<file path="src/sv/prcre_pkg.sv">
// Package for the prefix-code repack encoder: widths, the result bundle type,
// and the code and group lookup tables. No dependencies.
package prcre_pkg;

    localparam int CharW    = 8;
    localparam int GroupW   = 5;
    localparam int LenW     = 4;
    localparam int CodeW    = 8;
    localparam int PendW    = 4;
    localparam int PendCntW = 3;
    localparam int AccW     = PendW + CodeW;
    localparam int BitCntW  = 4;
    localparam int MaxRes   = 3;
    localparam int ResCntW  = 2;

    typedef struct packed {
        logic [LenW-1:0]  len;
        logic [CodeW-1:0] bits;
    } code_t;

    // Results of one item, oldest in slot 0.
    typedef struct packed {
        logic [ResCntW-1:0]           count;
        logic [MaxRes-1:0][CharW-1:0] chars;
        logic [MaxRes-1:0]            lasts;
    } step_res_t;

    function automatic code_t code_lookup(input logic [CharW-1:0] ch);
        code_t c;
        case (ch)
            8'h20:   c = '{len: 4'd3, bits: 8'h05};  // space
            8'h27:   c = '{len: 4'd6, bits: 8'h00};  // apostrophe
            8'h2C:   c = '{len: 4'd6, bits: 8'h03};  // comma
            8'h2D:   c = '{len: 4'd8, bits: 8'h91};  // dash
            8'h2E:   c = '{len: 4'd6, bits: 8'h11};  // period
            8'h3F:   c = '{len: 4'd6, bits: 8'h01};  // question mark
            8'h41:   c = '{len: 4'd6, bits: 8'h25};
            8'h42:   c = '{len: 4'd8, bits: 8'h9A};
            8'h43:   c = '{len: 4'd4, bits: 8'h05};
            8'h44:   c = '{len: 4'd4, bits: 8'h01};
            8'h45:   c = '{len: 4'd3, bits: 8'h06};
            8'h46:   c = '{len: 4'd5, bits: 8'h09};
            8'h47:   c = '{len: 4'd8, bits: 8'h9B};
            8'h48:   c = '{len: 4'd6, bits: 8'h10};
            8'h49:   c = '{len: 4'd4, bits: 8'h07};
            8'h4A:   c = '{len: 4'd8, bits: 8'h98};
            8'h4B:   c = '{len: 4'd4, bits: 8'h06};
            8'h4C:   c = '{len: 4'd5, bits: 8'h04};
            8'h4D:   c = '{len: 4'd8, bits: 8'h99};
            8'h4E:   c = '{len: 4'd8, bits: 8'h9E};
            8'h4F:   c = '{len: 4'd5, bits: 8'h05};
            8'h50:   c = '{len: 4'd3, bits: 8'h07};
            8'h51:   c = '{len: 4'd8, bits: 8'h9F};
            8'h52:   c = '{len: 4'd4, bits: 8'h08};
            8'h53:   c = '{len: 4'd5, bits: 8'h06};
            8'h54:   c = '{len: 4'd5, bits: 8'h07};
            8'h55:   c = '{len: 4'd8, bits: 8'h9C};
            8'h56:   c = '{len: 4'd8, bits: 8'h9D};
            8'h57:   c = '{len: 4'd6, bits: 8'h02};
            8'h58:   c = '{len: 4'd8, bits: 8'h92};
            8'h59:   c = '{len: 4'd8, bits: 8'h93};
            8'h5A:   c = '{len: 4'd8, bits: 8'h90};
            default: c = '{len: 4'd0, bits: 8'h00};  // unmapped: no bits
        endcase
        return c;
    endfunction

    function automatic logic [CharW-1:0] group_char(input logic [GroupW-1:0] g);
        logic [CharW-1:0] c;
        case (g)
            5'd26:   c = 8'h20;  // space
            5'd27:   c = 8'h2E;  // period
            5'd28:   c = 8'h2C;  // comma
            5'd29:   c = 8'h2D;  // dash
            5'd30:   c = 8'h27;  // apostrophe
            5'd31:   c = 8'h3F;  // question mark
            default: c = 8'h41 + {3'b000, g};
        endcase
        return c;
    endfunction

endpackage

</file>
<file path="src/sv/prcre_in_if.sv">
// Input channel of the prefix-code repack encoder: valid/ready plus one
// character and its end-of-line flag. Depends on prcre_pkg.
interface prcre_in_if;
    logic                        valid;
    logic                        ready;
    logic [prcre_pkg::CharW-1:0] char_in;
    logic                        end_of_line;

    modport source (output valid, output char_in, output end_of_line, input ready);
    modport sink   (input valid, input char_in, input end_of_line, output ready);
endinterface

</file>
<file path="src/sv/prcre_out_if.sv">
// Output channel of the prefix-code repack encoder: valid/ready plus one
// output character and its last-of-line flag. Depends on prcre_pkg.
interface prcre_out_if;
    logic                        valid;
    logic                        ready;
    logic [prcre_pkg::CharW-1:0] char_out;
    logic                        last_of_line;

    modport source (output valid, output char_out, output last_of_line, input ready);
    modport sink   (input valid, input char_out, input last_of_line, output ready);
endinterface

</file>
<file path="src/sv/prcre_step.sv">
// Per-item datapath: code lookup, bit append, 5-bit regroup, end-of-line pad.
// Depends on prcre_pkg.
module prcre_step
(
    input  logic [prcre_pkg::CharW-1:0]    char_in,
    input  logic                           eol,
    input  logic [prcre_pkg::PendW-1:0]    pend_bits,
    input  logic [prcre_pkg::PendCntW-1:0] pend_cnt,
    output prcre_pkg::step_res_t           res,
    output logic [prcre_pkg::PendW-1:0]    pend_bits_next,
    output logic [prcre_pkg::PendCntW-1:0] pend_cnt_next
);

    prcre_pkg::code_t                    code;
    logic [prcre_pkg::AccW-1:0]          acc;
    logic [prcre_pkg::BitCntW-1:0]       n;
    logic [1:0]                          n_full;
    logic [prcre_pkg::BitCntW-1:0]       rem_wide;
    logic [prcre_pkg::PendCntW-1:0]      rem;
    logic [prcre_pkg::AccW-1:0]          sh0;
    logic [prcre_pkg::AccW-1:0]          sh1;
    logic [prcre_pkg::GroupW-1:0]        g0;
    logic [prcre_pkg::GroupW-1:0]        g1;
    logic [prcre_pkg::GroupW-1:0]        lmask;
    logic [prcre_pkg::PendW-1:0]         left;
    logic [prcre_pkg::GroupW-1:0]        gpad;
    logic                                has_pad;
    logic [prcre_pkg::ResCntW-1:0]       cnt;

    always_comb
    begin
        code = prcre_pkg::code_lookup(char_in);
        acc  = ({{prcre_pkg::CodeW{1'b0}}, pend_bits} << code.len)
             | {{prcre_pkg::PendW{1'b0}}, code.bits};
        n    = {1'b0, pend_cnt} + code.len;

        if (n >= 4'd10)
        begin
            n_full   = 2'd2;
            rem_wide = n - 4'd10;
        end
        else if (n >= 4'd5)
        begin
            n_full   = 2'd1;
            rem_wide = n - 4'd5;
        end
        else
        begin
            n_full   = 2'd0;
            rem_wide = n;
        end
        rem = rem_wide[prcre_pkg::PendCntW-1:0];

        // oldest group sits at the top of the valid bits
        sh0 = acc >> (n - 4'd5);
        sh1 = acc >> (n - 4'd10);
        g0  = sh0[prcre_pkg::GroupW-1:0];
        g1  = sh1[prcre_pkg::GroupW-1:0];

        lmask   = (5'd1 << rem) - 5'd1;
        left    = acc[prcre_pkg::PendW-1:0] & lmask[prcre_pkg::PendW-1:0];
        gpad    = {1'b0, left} << (3'd5 - rem);
        has_pad = eol && (rem != 3'd0);

        cnt = n_full + {1'b0, has_pad};

        res.count    = cnt;
        res.chars[0] = prcre_pkg::group_char((n_full != 2'd0) ? g0 : gpad);
        res.chars[1] = prcre_pkg::group_char((n_full == 2'd2) ? g1 : gpad);
        res.chars[2] = prcre_pkg::group_char(gpad);
        res.lasts[0] = eol && (cnt == 2'd1);
        res.lasts[1] = eol && (cnt == 2'd2);
        res.lasts[2] = eol && (cnt == 2'd3);

        pend_bits_next = eol ? '0 : left;
        pend_cnt_next  = eol ? '0 : rem;
    end

endmodule

</file>
<file path="src/sv/prcre_out_queue.sv">
// Result queue: holds up to three output items of one input item and
// shifts them out one per handshake. Depends on prcre_pkg, prcre_out_if.
module prcre_out_queue
(
    input  logic                 clk,
    input  logic                 rst_n,
    input  logic                 load,
    input  prcre_pkg::step_res_t res,
    output logic                 can_load,
    prcre_out_if.source          out_item
);

    logic [prcre_pkg::ResCntW-1:0]                   rem_reg;
    logic [prcre_pkg::ResCntW-1:0]                   rem_next;
    logic [prcre_pkg::MaxRes-1:0][prcre_pkg::CharW-1:0] chars_reg;
    logic [prcre_pkg::MaxRes-1:0]                    lasts_reg;
    logic                                            pop;

    assign pop      = (rem_reg != 2'd0) && out_item.ready;
    assign can_load = (rem_reg == 2'd0) || ((rem_reg == 2'd1) && pop);

    assign out_item.valid        = (rem_reg != 2'd0);
    assign out_item.char_out     = chars_reg[0];
    assign out_item.last_of_line = lasts_reg[0];

    always_comb
    begin
        if (load)
            rem_next = res.count;
        else if (pop)
            rem_next = rem_reg - 2'd1;
        else
            rem_next = rem_reg;
    end

    always_ff @(posedge clk or negedge rst_n)
    begin
        if (!rst_n)
            rem_reg <= '0;
        else
            rem_reg <= rem_next;
    end

    always_ff @(posedge clk)
    begin
        if (load)
        begin
            chars_reg <= res.chars;
            lasts_reg <= res.lasts;
        end
        else if (pop)
        begin
            chars_reg <= {8'h00, chars_reg[2], chars_reg[1]};
            lasts_reg <= {1'b0, lasts_reg[2], lasts_reg[1]};
        end
    end

`ifndef ASSERT_OFF
    a_rem_range: assert property (@(posedge clk) disable iff (!rst_n)
        rem_reg != 2'd3 || !pop || !load)
        else $error("queue reloaded while holding three items");

    a_load_shows: assert property (@(posedge clk) disable iff (!rst_n)
        load && (res.count != 2'd0) |=> out_item.valid)
        else $error("loaded results not presented");
`endif

endmodule

</file>
<file path="src/sv/prcre_encoder_core.sv">
// Top level of the prefix-code repack encoder: input register, pending-bit
// state, step datapath and result queue. Depends on prcre_pkg, the channel
// interfaces, prcre_step and prcre_out_queue.
//
//  channel   | dir | payload                         | handshake
//  ----------+-----+---------------------------------+-------------
//  in_item   | in  | char_in[7:0], end_of_line       | valid/ready
//  out_item  | out | char_out[7:0], last_of_line     | valid/ready
//
// An accepted item lands in the input register, where it is encoded; its 0 to 3
// output items load the result queue once the queue can take them, the first
// one visible in the cycle after the load. The queue sends one output item per
// cycle while out_item is ready; the queue's single output port sets the rate.
// Items with no output pass without waiting on the queue.
// rst_n clears the pending bits, the input register valid and the queue.
// A stall on out_item backs up through the queue into in_item.ready.
module prefix_code_repack_encoder_core
(
    input  logic        clk,
    input  logic        rst_n,
    prcre_in_if.sink    in_item,
    prcre_out_if.source out_item
);

    // input register
    logic                           in_vld_reg;
    logic [prcre_pkg::CharW-1:0]    in_char_reg;
    logic                           in_eol_reg;

    // pending code bits carried between items of a line
    logic [prcre_pkg::PendW-1:0]    pend_bits_reg;
    logic [prcre_pkg::PendCntW-1:0] pend_cnt_reg;
    logic [prcre_pkg::PendW-1:0]    pend_bits_next;
    logic [prcre_pkg::PendCntW-1:0] pend_cnt_next;

    prcre_pkg::step_res_t           res;
    logic                           can_load;
    logic                           consume;
    logic                           accept;

    prcre_step u_step
    (
        .char_in        (in_char_reg),
        .eol            (in_eol_reg),
        .pend_bits      (pend_bits_reg),
        .pend_cnt       (pend_cnt_reg),
        .res            (res),
        .pend_bits_next (pend_bits_next),
        .pend_cnt_next  (pend_cnt_next)
    );

    // the held item moves on when the queue can take its results,
    // or right away when it makes none
    assign consume = in_vld_reg && ((res.count == 2'd0) || can_load);
    assign in_item.ready = !in_vld_reg || consume;
    assign accept  = in_item.valid && in_item.ready;

    prcre_out_queue u_queue
    (
        .clk      (clk),
        .rst_n    (rst_n),
        .load     (consume && (res.count != 2'd0)),
        .res      (res),
        .can_load (can_load),
        .out_item (out_item)
    );

    always_ff @(posedge clk or negedge rst_n)
    begin
        if (!rst_n)
        begin
            in_vld_reg    <= 1'b0;
            pend_bits_reg <= '0;
            pend_cnt_reg  <= '0;
        end
        else
        begin
            if (accept)
                in_vld_reg <= 1'b1;
            else if (consume)
                in_vld_reg <= 1'b0;
            if (consume)
            begin
                pend_bits_reg <= pend_bits_next;
                pend_cnt_reg  <= pend_cnt_next;
            end
        end
    end

    always_ff @(posedge clk)
    begin
        if (accept)
        begin
            in_char_reg <= in_item.char_in;
            in_eol_reg  <= in_item.end_of_line;
        end
    end

`ifndef ASSERT_OFF
    a_pend_cnt_max: assert property (@(posedge clk) disable iff (!rst_n)
        pend_cnt_reg <= 3'd4)
        else $error("pending bit count above four");

    a_eol_clears: assert property (@(posedge clk) disable iff (!rst_n)
        consume && in_eol_reg |=> (pend_cnt_reg == 3'd0) && (pend_bits_reg == 4'd0))
        else $error("pending state not cleared at end of line");
`endif

endmodule

</file>
<file path="src/flat_wrapper.sv">
// flat-port wrapper written by rule: the top's interface ports become plain ports
module prefix_code_repack_encoder_core_flat 
  (clk, rst_n, in_item_valid, in_item_char_in, in_item_end_of_line, in_item_ready, out_item_valid, out_item_char_out, out_item_last_of_line, out_item_ready);
  prcre_in_if in_item_i ();
  prcre_out_if out_item_i ();
  input  logic clk;
  input  logic rst_n;
  input wire logic [$bits(in_item_i.valid)-1:0] in_item_valid;
  input wire logic [$bits(in_item_i.char_in)-1:0] in_item_char_in;
  input wire logic [$bits(in_item_i.end_of_line)-1:0] in_item_end_of_line;
  output wire logic [$bits(in_item_i.ready)-1:0] in_item_ready;
  output wire logic [$bits(out_item_i.valid)-1:0] out_item_valid;
  output wire logic [$bits(out_item_i.char_out)-1:0] out_item_char_out;
  output wire logic [$bits(out_item_i.last_of_line)-1:0] out_item_last_of_line;
  input wire logic [$bits(out_item_i.ready)-1:0] out_item_ready;
  assign in_item_i.valid = in_item_valid;
  assign in_item_i.char_in = in_item_char_in;
  assign in_item_i.end_of_line = in_item_end_of_line;
  assign in_item_ready = in_item_i.ready;
  assign out_item_valid = out_item_i.valid;
  assign out_item_char_out = out_item_i.char_out;
  assign out_item_last_of_line = out_item_i.last_of_line;
  assign out_item_i.ready = out_item_ready;
  prefix_code_repack_encoder_core u_core (.clk(clk), .rst_n(rst_n), .in_item(in_item_i), .out_item(out_item_i));
endmodule
</file>
<file path="config.mk">
export PLATFORM = sky130hd
export DESIGN_NAME = prefix_code_repack_encoder_core_flat
export DESIGN_NICKNAME = d
export VERILOG_FILES = /design/src/sv/prcre_pkg.sv /design/src/sv/prcre_in_if.sv /design/src/sv/prcre_out_if.sv /design/src/sv/prcre_step.sv /design/src/sv/prcre_out_queue.sv /design/src/sv/prcre_encoder_core.sv /design/src/flat_wrapper.sv
export SDC_FILE = /design/constraint.sdc
export NUM_CORES = 1
export LEC_CHECK = 0
export BUFFER_PORTS_ARGS = -buffer_cell sky130_fd_sc_hd__buf_2
export CAP_MARGIN = 20
export CORE_MARGIN = 3
export CORE_UTILIZATION = 45
export CTS_BUF_LIST = sky130_fd_sc_hd__clkbuf_8
export CTS_CLUSTER_SIZE = 40
export DETAILED_ROUTE_END_ITERATION = 16
export GPL_ROUTABILITY_DRIVEN = 0
export PLACE_DENSITY = 0.64
export SYNTH_ARGS = -nofsm -noshare
export SYNTH_HDL_FRONTEND = slang
export SYNTH_SLANG_ARGS = --single-unit
</file>
<file path="constraint.sdc">
create_clock -name clk -period 17.8 [get_ports clk]
set_input_delay 1.78 -clock clk [delete_from_list [all_inputs] [get_ports clk]]
set_output_delay 1.78 -clock clk [all_outputs]
set_load 0.005 [all_outputs]
</file>
==> metrics.md <==
| Metric | Value |
|---|---|
| FF/Latch Area | 1441 um2 |
| Tcrit/Tclk final | 43.41% |
| Setup TNS | 0 ns |
| Avg Inst Size Synth | 8.354 um2 |
| Reg2reg path depth | 24 |
| Starting Density | 46.71% |
| Critical path required time | 16.02 ns |
| Port Buffers | 22 |
| Critical Path Max Stage Delay | 0.85 ns |
| Rows | 40 |
| Slowest CP cell | edfxtp_1 |
| DRT iter0 DRCs | 448 |
| Worst-Margin Slew | 1.092 ns |
| Max Transition Viols Final | 0 |
| Proportion of synthesized area in mux cells | 7.952% |
| Synth warnings | 0 |
| Clock tree root buffer cell | clkbuf_8 |
| Synth Area in Adders | 7.709% |
| Crit Path Max Fanout | 26 |
| Tmin final | 7.727 ns |
| Die Area | 14010 um2 |
| Crit path cell chain | nand2b_1 -> inv_1 -> ha_1 -> ha_1 -> clkinv_1 -> ha_1 -> nand2b_1 -> o2111a_1 -> a211oi_1 -> or4_1 -> nand2_1 -> nor2_1 -> nor2b_1 -> ha_1 -> xnor2_2 -> o211a_4 -> inv_1 -> buf_2 |
| Ant. Diodes | 0 |
| # fillers | 1188 |
| Main combinational cell family by area after synthesis | compound AO/OA/AOI/OAI gates |
| Number of synthesized register bits | 53 |
| Clock Pin Slew Worst Setup and Hold Paths | 0.10 ns |
| Die Width | 118.4 um |
| Power, Total | 1.143 mW |
| Max frequency | 129.4 MHz |
| R2R setup slack | 10.45 ns |
| CTS tree | done |
| Hold crit path type | flop to flop |
| Pleak | 2.400 nW |
| Post-cts resize count | 0 |
| GRT Total Usage | 20.94% |
| DP Wirelength | 11.32 mm |
| Max_cap viols | 0 |
| XOR/XNOR Fraction of Synth Area | 2.974% |
| Worst slew margin | 26.83% |
| Post-CTS Setup Bufs | 0 |
| Detailed Route WL | 14.77 mm |
| Sequential fraction of the synthesis area | 25.37% |
| Remaining DRCs | 0 |
| Drt wl/cell | 17.60 um |
| Number of H-tree levels | 2 |
| Final #Nets | 718 |
| Gr ovfl total | 0 |
| Crit path arrival time | 5.95 ns |
| Core Footprint | 12160 um2 |
| Vias in the first global route | 4953 |
| Mapped Area | 5680 um2 |
| CTS buffer count | 5 |
| Setup violators final | 0 |
| Vias | 5297 |
| Syn nets | 728 |
| Setup crit start kind | flop |
| Outcome | finished clean |
| First-pass GRT wire length | 24.50 mm |
| EDFF count, synth | 33 |
| Worst hold path depth | 2 |
| Most common cell after layout, fill and taps aside | nand2_1 |
| Simple-gate portion of the synthesized area | 20.59% |
| Clk_lat worst skew | 0.32 ns |
| Largest net degree at the start of global routing | 31 |
| Post-synth top flop | edfxtp_1 |
| Final hold viol count | 0 |
| Routed vias/inst | 6.313 |
| Initial antenna violation count | 0 |
| Syn Inst Count | 680 |
| Synth cell types | 94 |
| ANT nets after route | 0 |
| CTS Buffer Depth | 2 |
| Clk sinks | 53 |
| Crit path top cell by count | ha_1 |
| Complex-gate fraction of the synthesized area | 29.07% |
| Io pins | 24 |
| CP endpoint kind | primary output |
| Layout overhead on the synthesized area | 4.251% |
| Commonest cells after routing, fill and taps aside | 66 x nand2_1, 63 x nor2_1, 45 x a21oi_1, 35 x inv_1, 35 x ha_1 |
| Post-cts hold buffer count | 0 |
| VDD IR max | 0.1138 mV |
| RSZ-0062 raised after global routing | false |
| Multi-input logic area | 3887 um2 |
| Die H | 118.4 um |
| Worst Skew | 0.01145 ns |
| Crit path kind | flop to primary output |
| Ys async rst share | 18.87% |
| Layout cells sized above 1 | 12.67% |
| Cell Pwr Density | 193.0 nW/um2 |
| Drt first pass iters | 5 |
==> kinds of logic after synthesis <==
logic type	after synthesis
and+or+nand+nor	239
AOI/OAI and AO/OA	220
buffers and inverters	81
DFF	53
adders and majority gates	35
muxes	35
xor gates and xnor gates	16
other	1
==> power by group <==
part           internal, mW  switching [mW]  total (mW)  leakage (nW)
clock                0.0322          0.0423      0.0745        0.0521
sequential            0.200          0.0491       0.249         0.536
combinational         0.302           0.517       0.820          1.81
==> cells in the mapped netlist, drive strengths merged (13+ instances only) <==
master  number  area (um2)
ha          35       437.9
inv         37       141.4
buf         19       120.1
nor3        19       95.09
nand2       67       254.0
mux2i       18       192.7
o211ai      13       121.4
a21oi       46       234.0
a211oi      15       112.6
edfxtp      33       991.0
nor2        63       236.5
o21ai       37       185.2
nand2b      14       87.58
clkbuf      24       90.09
xnor2       13       128.9
nand3       18       90.09
==> through the flow <==
stage                     cells  worst slack, ns  hold WS (ns)  area, um2  util [%]
after floorplan             680            11.55        0.4551       5680         -
after global placement      831            10.61        0.5178       5824     47.89
after detailed placement    831            10.47        0.5212       5824     47.89
after CTS                   839            10.12        0.5469       5922     48.69
after global routing        839            9.638        0.5742       5922     48.69
final                       839            10.07        0.5414       5922     48.69
==> area by class of cell <==
class	count	share of cell area, %
clock inverter	2	0.2535
multi-input combinational	546	65.65
timing repair buffer	26	2.366
inverter	38	2.451
clock buffer	6	1.394
sequential	53	24.34
tap	168	3.550
==> worst paths after layout <==
path | to | from
worst min register to register | u_core.pend_cnt_reg[0] | u_core.pend_cnt_reg[0]
worst min-delay path | u_core.pend_cnt_reg[0] | u_core.pend_cnt_reg[0]
worst max-delay path | in_item_ready | u_core.in_char_reg[7]
worst max register to register | flop | u_core.in_char_reg[7]
max in group asynchronous | u_core.pend_bits_reg[3] | rst_n
min in group asynchronous | u_core.u_queue.rem_reg[0] | rst_n
==> metal layers <==
metal	share of wire (%)	track usage, %	wire, um
met3	6.1	2.919	908
met5	0	0	0
met4	2.1	6.520	303
met1	43	27.30	6371
met2	49	35.87	7183
==> worst max-delay path, delay by kind of cell (launching register included) <==
kind	cells	cell delay, ns
compound gates	3	0.62
simple gates	6	1.46
xor+xnor	1	0.16
fa+ha+maj	4	1.65
flops	1	0.85
buf+inv	4	0.88
Power figures use the tool's default switching activity.
